## config.mk

```make
export PLATFORM = sky130hd
export DESIGN_NAME = v3n_sqrt
export DESIGN_NICKNAME = d
export VERILOG_FILES = /design/src/hw/rtl/vector3_normalize_top_assert.svh /design/src/hw/rtl/v3n_pkg.sv /design/src/hw/rtl/v3n_sqrt.sv
export SDC_FILE = /design/constraint.sdc
export NUM_CORES = 2
export LEC_CHECK = 0
export BUFFER_PORTS_ARGS = -buffer_cell sky130_fd_sc_hd__buf_2
export CAP_MARGIN = 25
export CORE_ASPECT_RATIO = 0.75
export CORE_MARGIN = 1
export CORE_UTILIZATION = 45
export CTS_CLUSTER_DIAMETER = 200
export DETAILED_ROUTE_END_ITERATION = 16
export HOLD_SLACK_MARGIN = 0.06
export PLACE_DENSITY_LB_ADDON = 0.15
export SLEW_MARGIN = 20
export SYNTH_ARGS = -nofsm -noshare
export SYNTH_HDL_FRONTEND = slang
export SYNTH_SLANG_ARGS = --single-unit
```

## constraint.sdc

```tcl
create_clock -name clk_i -period 4.3 [get_ports clk_i]
set_clock_uncertainty 0.05 [all_clocks]
set_input_delay 0.215 -clock clk_i [delete_from_list [all_inputs] [get_ports clk_i]]
set_output_delay 0.215 -clock clk_i [all_outputs]
set_load 0.005 [all_outputs]
```

## src/hw/rtl/vector3_normalize_top_assert.svh

```systemverilog
// Assertion macros for the vector normalization top level
`ifndef VECTOR3_NORMALIZE_TOP_ASSERT_SVH
`define VECTOR3_NORMALIZE_TOP_ASSERT_SVH

`define V3N_ASSERT_IMPL(label, ante, cons) \
  label: assert property (@(posedge clk_i) disable iff (!rst_ni) (ante) |-> (cons)) \
    else $error("assertion failed");

`define V3N_ASSERT_NEXT(label, ante, cons) \
  label: assert property (@(posedge clk_i) disable iff (!rst_ni) (ante) |=> (cons)) \
    else $error("assertion failed");

`endif

```

## src/hw/rtl/v3n_pkg.sv

```systemverilog
// Package: widths and pipeline depth of the vector normalizer
package v3n_pkg;
  localparam int unsigned CompW    = 32;
  localparam int unsigned FracW    = 30;
  localparam int unsigned MagW     = CompW;
  localparam int unsigned SqW      = 2 * MagW;
  localparam int unsigned RootW    = MagW + 1;
  localparam int unsigned SqrtSteps = SqW / 2;
  localparam int unsigned DivW     = MagW + FracW;
  localparam int unsigned QuoW     = FracW + 1;
  localparam int unsigned DivSteps = DivW;
  localparam int unsigned Depth    = 3 + SqrtSteps + DivSteps + 1;

  typedef struct packed {
    logic [MagW-1:0] mag;
    logic            neg;
  } comp_t;
endpackage

```

## src/hw/rtl/v3n_sqrt.sv

```systemverilog
// Pipelined floor square root, one result bit per stage
module v3n_sqrt (
  input  logic                           clk_i,
  input  logic                           en_i,
  input  logic [v3n_pkg::SqW-1:0]        rad_i,
  output logic [v3n_pkg::RootW-1:0]      root_o
);
  localparam int unsigned N = v3n_pkg::SqrtSteps;
  localparam int unsigned W = v3n_pkg::SqW;
  localparam int unsigned RW = W / 2 + 2;

  logic [W-1:0]  rad_q  [N+1];
  logic [RW-1:0] rem_q  [N+1];
  logic [RW-1:0] root_q [N+1];

  always_comb begin
    rad_q[0]  = rad_i;
    rem_q[0]  = '0;
    root_q[0] = '0;
  end

  for (genvar k = 0; k < N; k++) begin : g_stage
    logic [RW-1:0] rem_d, trial_d, root_d;
    logic [W-1:0]  rad_d;
    always_comb begin
      rem_d   = {rem_q[k][RW-3:0], rad_q[k][W-1 -: 2]};
      trial_d = {root_q[k][RW-3:0], 2'b01};
      rad_d   = {rad_q[k][W-3:0], 2'b00};
      root_d  = {root_q[k][RW-2:0], 1'b0};
      if (rem_d >= trial_d) begin
        rem_d  = rem_d - trial_d;
        root_d = {root_q[k][RW-2:0], 1'b1};
      end
    end
    logic [W-1:0]  rad_r;
    logic [RW-1:0] rem_r, root_r;
    always_ff @(posedge clk_i) begin
      if (en_i) begin
        rad_r  <= rad_d;
        rem_r  <= rem_d;
        root_r <= root_d;
      end
    end
    assign rad_q[k+1]  = rad_r;
    assign rem_q[k+1]  = rem_r;
    assign root_q[k+1] = root_r;
  end

  assign root_o = v3n_pkg::RootW'(root_q[N]);
endmodule

```

Yosys cells after proc, flatten, opt, wreduce, memory -nomap -nowiden

Cells that the tools add are included.

Muxes and demuxes: 63
Equality and inequality tests: 0
Order comparisons: 32
Multiply operators: 0
Divide/modulo/power cells: 0
Reduce and logical (&&, ||, !) cells: 0
Shifts and indexed selects: 0
Add/subtract/negate cells: 31
Bitwise gates (word level): 0

Operator list:

| operator         | count |
|---|---|
| $mux W32         | 30 |
| $ge A34 B10 Y1   | 1 |
| $ge A34 B11 Y1   | 1 |
| $ge A34 B12 Y1   | 1 |
| $ge A34 B13 Y1   | 1 |
| $ge A34 B14 Y1   | 1 |
| $ge A34 B15 Y1   | 1 |
| $ge A34 B16 Y1   | 1 |
| $ge A34 B17 Y1   | 1 |
| $ge A34 B18 Y1   | 1 |
| $ge A34 B19 Y1   | 1 |
| $ge A34 B20 Y1   | 1 |
| $ge A34 B21 Y1   | 1 |
| $ge A34 B22 Y1   | 1 |
| $ge A34 B23 Y1   | 1 |
| $ge A34 B24 Y1   | 1 |
| $ge A34 B25 Y1   | 1 |
| $ge A34 B26 Y1   | 1 |
| $ge A34 B27 Y1   | 1 |
| $ge A34 B28 Y1   | 1 |
| $ge A34 B29 Y1   | 1 |
| $ge A34 B3 Y1    | 1 |
| $ge A34 B30 Y1   | 1 |
| $ge A34 B31 Y1   | 1 |
| other kinds (42) | 73 |

RAM bits: 0
Word-level logic and storage cells: 221
Register bits after elaboration: 2,483
Latch bits: 0
Input bits: 66
Memories: 0
Bits in read-only memories: 0

Longest topological paths before layout

Depth after elaboration: 2
Gate-level depth with buffers: 14

Least setup slack after synthesis

OpenSTA, ideal clock, no wires.

Path type: reg2reg
Start point: register g_stage[11].rem_r[0]
End point: register g_stage[12].rem_r[4] (data pin)
Arrival time: 3,133 ps
Setup slack: 858 ps
Setup time: 260 ps
Period minus slack after synthesis: 3,442 ps
Stages on the path, launching flop included: 11
Path buffers: 1
Cells stage by stage: edfxtp_1 ha_1 nor2b_1 o21a_1 o21ai_0 a21oi_1 a31oi_1 o22ai_1 nor4_1 clkbuf_1 mux2_2

Cells in the longest elaborated chain, start to end: 2
Elaborated cells on any way between the ends: 3
Classes of those cells: 1 x add/sub; 1 x order compare; 1 x mux

Ends and longest elaborated chain:

| element                                            | RTL line                       | text |
|---|---|---|
| from (decl)                                        | v3n_sqrt.sv:36                 | `logic [RW-1:0] rem_r, root_r;` |
| from (signal assigned)                             | v3n_sqrt.sv:40                 | `rem_r <= rem_d;` |
| $sub A32 B14 Y32 or $ge A34 B14 Y1 (tied branches) | v3n_sqrt.sv:31, v3n_sqrt.sv:30 |  |
| $mux W32 *                                         | v3n_sqrt.sv:30                 | `if (rem_d >= trial_d) begin` |
| net g_stage[12].rem_d[4]                           | v3n_sqrt.sv:23                 | `logic [RW-1:0] rem_d, trial_d, root_d;` |
| to (signal assigned)                               | v3n_sqrt.sv:40                 |  |
| to (decl)                                          | v3n_sqrt.sv:36                 |  |

The timed path passes the listed nets; every way through them passes the cells marked *.
A chain may end at the register's enable or synchronous reset.

Final worst setup path

Start point: register g_stage[8].rem_r[22]
End point: register g_stage[9].rem_r[5] (data pin)

Cells in the longest elaborated chain, start to end: 2

Ends and longest elaborated chain:

| element                 | RTL line |
|---|---|
| from (decl)             | v3n_sqrt.sv:36 |
| from (signal assigned)  | v3n_sqrt.sv:40 |
| $ge A34 B11 Y1          | v3n_sqrt.sv:30 |
| $mux W32                | v3n_sqrt.sv:30 |
| net g_stage[9].rem_d[5] | v3n_sqrt.sv:23 |
| to (signal assigned)    | v3n_sqrt.sv:40 |
| to (decl)               | v3n_sqrt.sv:36 |

The timed path passes the listed nets, and every way through them passes these cells.

==> impl_metrics.toml <==
[sta]
layout_min_cycle_time_ns = 3.98
setup_repair_after_global_routing_missed_its_margin = "no"
holdWs_ns = 0.337
worst_slack_ns = 0.325
setup-tns-final_ns = 0
timing.max_slew.rel_slack = 0.364
finalHoldViolCount = 0
final_max_slew_viol_count = 0
timing_worst_slew_pin_value_ns = 0.955
fmax_mhz = 252
setup_viol = 0
final_min_period_over_clock_period = 0.924

[grt]
grt_pass1_vias = 67100
grt_overflow_total = 0
grtUsageTotal = 0.185
wire_length_of_the_first_global_routing_pass_um = 378000
antenna_violations_before_repair = 3
grt_start_max_net_pins = 119

[power]
power_mw = 69.2
power_density_nw_per_um2 = 534
static-leakage-power_nw = 49.1
vdd_drop_max_mv = 0.400

[drt]
route.vias.total = 69600
drt_iter0_drc = 5741
vias_per_cell = 5.38
routed_wl_um = 241000
average_routed_wire_per_standard_cell_um = 18.7
number_of_nets_still_failing_antenna_checks_after_routing = 0
first_pass_iters = 6
detail_route.drc_violations = 0

[setup_path]
worst_setup_path_start_kind = "register"
crit_path_end_kind = "register"
cpMostUsedCell = "or4_1"
critPathMaxStageDelay_ns = 0.56
worstSetupPathType = "reg2reg"
crit_chain = "or4_1 -> or3_1 -> or4_1 -> nor4_1 -> o21ai_1 -> nor2_1 -> nand2_1 -> mux2_2"
ff2ff_path_depth = 8
crit_buf_inv = 0
worst-path-max-fanout = 24
worst-path-stages = 8
timing.critical_path.required_ns = 4.88
worstPathArrival_ns = 4.55
path_delay_family = "simple AND/OR/NAND/NOR gates"
timing.critical_path.slowest_stage_cell = "nand2_1"

[synthesis]
syn-instance-count = 8891
post_synth_instance_area_um2 = 114000
yosysUniqueCellTypes = 90
synth.ff_latch_count = 2454
ys_seq_area_frac = 0.644
postSynthAreaPerCell_um2 = 12.9
synth-warning-count = 0
yosys_most_used_dff = "edfxtp_1"
number_of_enable_type_register_cells_in_the_synthesized_netlist = 2454
synth_async_sr_flop_share = 0

[placed_design]
preCtsSetupSlack_ns = -0.0970
io_buffers = 97
hpwlAfterDp_um = 173000
routabilityCongestion = 0.908

[layout]
commonest_cells_after_routing_fill_and_taps_aside = "edfxtp_1 (2,454), inv_1 (715), nand2_1 (637)"
layout.nets = 9974
post_route_cells_drive_above_1_share = 0.0804
area_growth_pct = 13.2
layout_commonest_cell = "edfxtp_1"
final_core_utilization = 0.515

[hold_path]
worst_min_delay_path_class = "reg2reg"
whs_path_cells = 0

[outcome]
status = "finished, final reports clean"

[cts]
cts_num_sinks = 2454
cts_inserted_buffers = 246
cts_htree_levels = 4
clock_transition_at_the_register_clock_pins_on_the_worst_setup_and_hold_paths_after_cts_ns = 0.06
tritoncts_clock_tree = "built"
insertion_delay_ns = 0.92
cts_root_buffer = "clkbuf_16"
cts-root-to-sink-buffers = 4

[flow_run]
max-cap-violations = 0

[die]
floorplan.die_area_um2 = 256000
design.core.area_um2 = 251000
top_level_ports = 99
chipWidth_um = 584
placement_rows = 159
dieHeight_um = 439
start_util = 0.455
[synthesized netlist by cell type (68+ instances only)]
cell	count	area, um2
nand3_1	124	621
nor2b_1	82	513
ha_1	564	7060
nand2_1	637	2390
nand2b_1	116	726
o21ai_0	514	2570
nand4_1	116	726
o21a_1	112	841
a21o_1	201	1510
xor2_1	377	3300
a21oi_1	551	2760
nor3_1	198	991
inv_1	715	2680
clkbuf_1	148	556
o31ai_1	68	510
nor4_1	109	682
edfxtp_1	2454	73700
xnor2_1	389	3410
nor2_1	524	1970
or3_1	83	519
[path summary, 6_finish.rpt]
kind | to | start | slack, ns
max | g_stage[9].rem_r[5] | g_stage[8].rem_r[22] | 0.32
min | g_stage[11].rad_r[40] | g_stage[10].rad_r[38] | 0.34
max reg2reg | g_stage[9].rem_r[5] | g_stage[8].rem_r[22] | 0.32
min reg2reg | g_stage[11].rad_r[40] | g_stage[10].rad_r[38] | 0.34
[state kept, by name, indices dropped and copies added (netlist names)]
signal	flops
g_stage.root_r	528
g_stage.rem_r	934
g_stage.rad_r	992
[area by class of cell]
cell class	count	area, um2
diodes	4	10.0
clock buffers	280	6300
clock inverters	167	1860
fillers	21500	122000
inverters	723	2710
multi-input cells	5547	37400
flip-flops and latches	2454	73700
well taps	3381	4230
repair buffers	372	3230
[report_power, final]
group          internal, mW  switching (mW)  total, mW
sequential             30.4            2.01       32.4
clock                  12.7            9.07       21.8
combinational          6.21            8.78       15.0
[through the flow]
step | cells | area, um2
floorplan | 8892 | 114000
global placement | 12300 | 120000
detailed placement | 12300 | 120000
CTS | 12900 | 129000
global route | 12900 | 129000
finish | 12900 | 129000
[routing by layer]
| layer | GRT usage | share of wire | vias to the layer above |
|---|---|---|---|
| li1 | - | - | 33900 |
| met1 | 0.280 | 0.49 | 33700 |
| met2 | 0.280 | 0.43 | 1665 |
| met3 | 0.0293 | 0.055 | 327 |
| met4 | 0.0413 | 0.019 | 0 |
| met5 | 0 | 0 | - |
[timing repair]
action                                 CTS  global route
endpoints found under the hold margin  185             0
setup endpoints to repair               14            15
gates resized for setup                  1             2
buffers inserted                         0             0
hold buffers                           130             0
pin swaps                                0             0
[kinds of logic (layout without fill, tap and decap cells)]
| kind of cell | Yosys count | after routing | synth area share |
|---|---|---|---|
| adder cells (fa/ha/maj) | 564 | 564 | 0.0617 |
| multiplexers | 72 | 72 | 0.00693 |
| other | 1 | 6 | 0.0000328 |
| flip-flops | 2454 | 2454 | 0.644 |
| buffers and inverters | 891 | 1542 | 0.0294 |
| AND/OR/NAND/NOR | 2280 | 2280 | 0.0985 |
| AO/OA/AOI/OAI | 1863 | 1863 | 0.101 |
| XOR/XNOR | 766 | 766 | 0.0586 |
No activity file was read; power rests on OpenSTA's default activity.
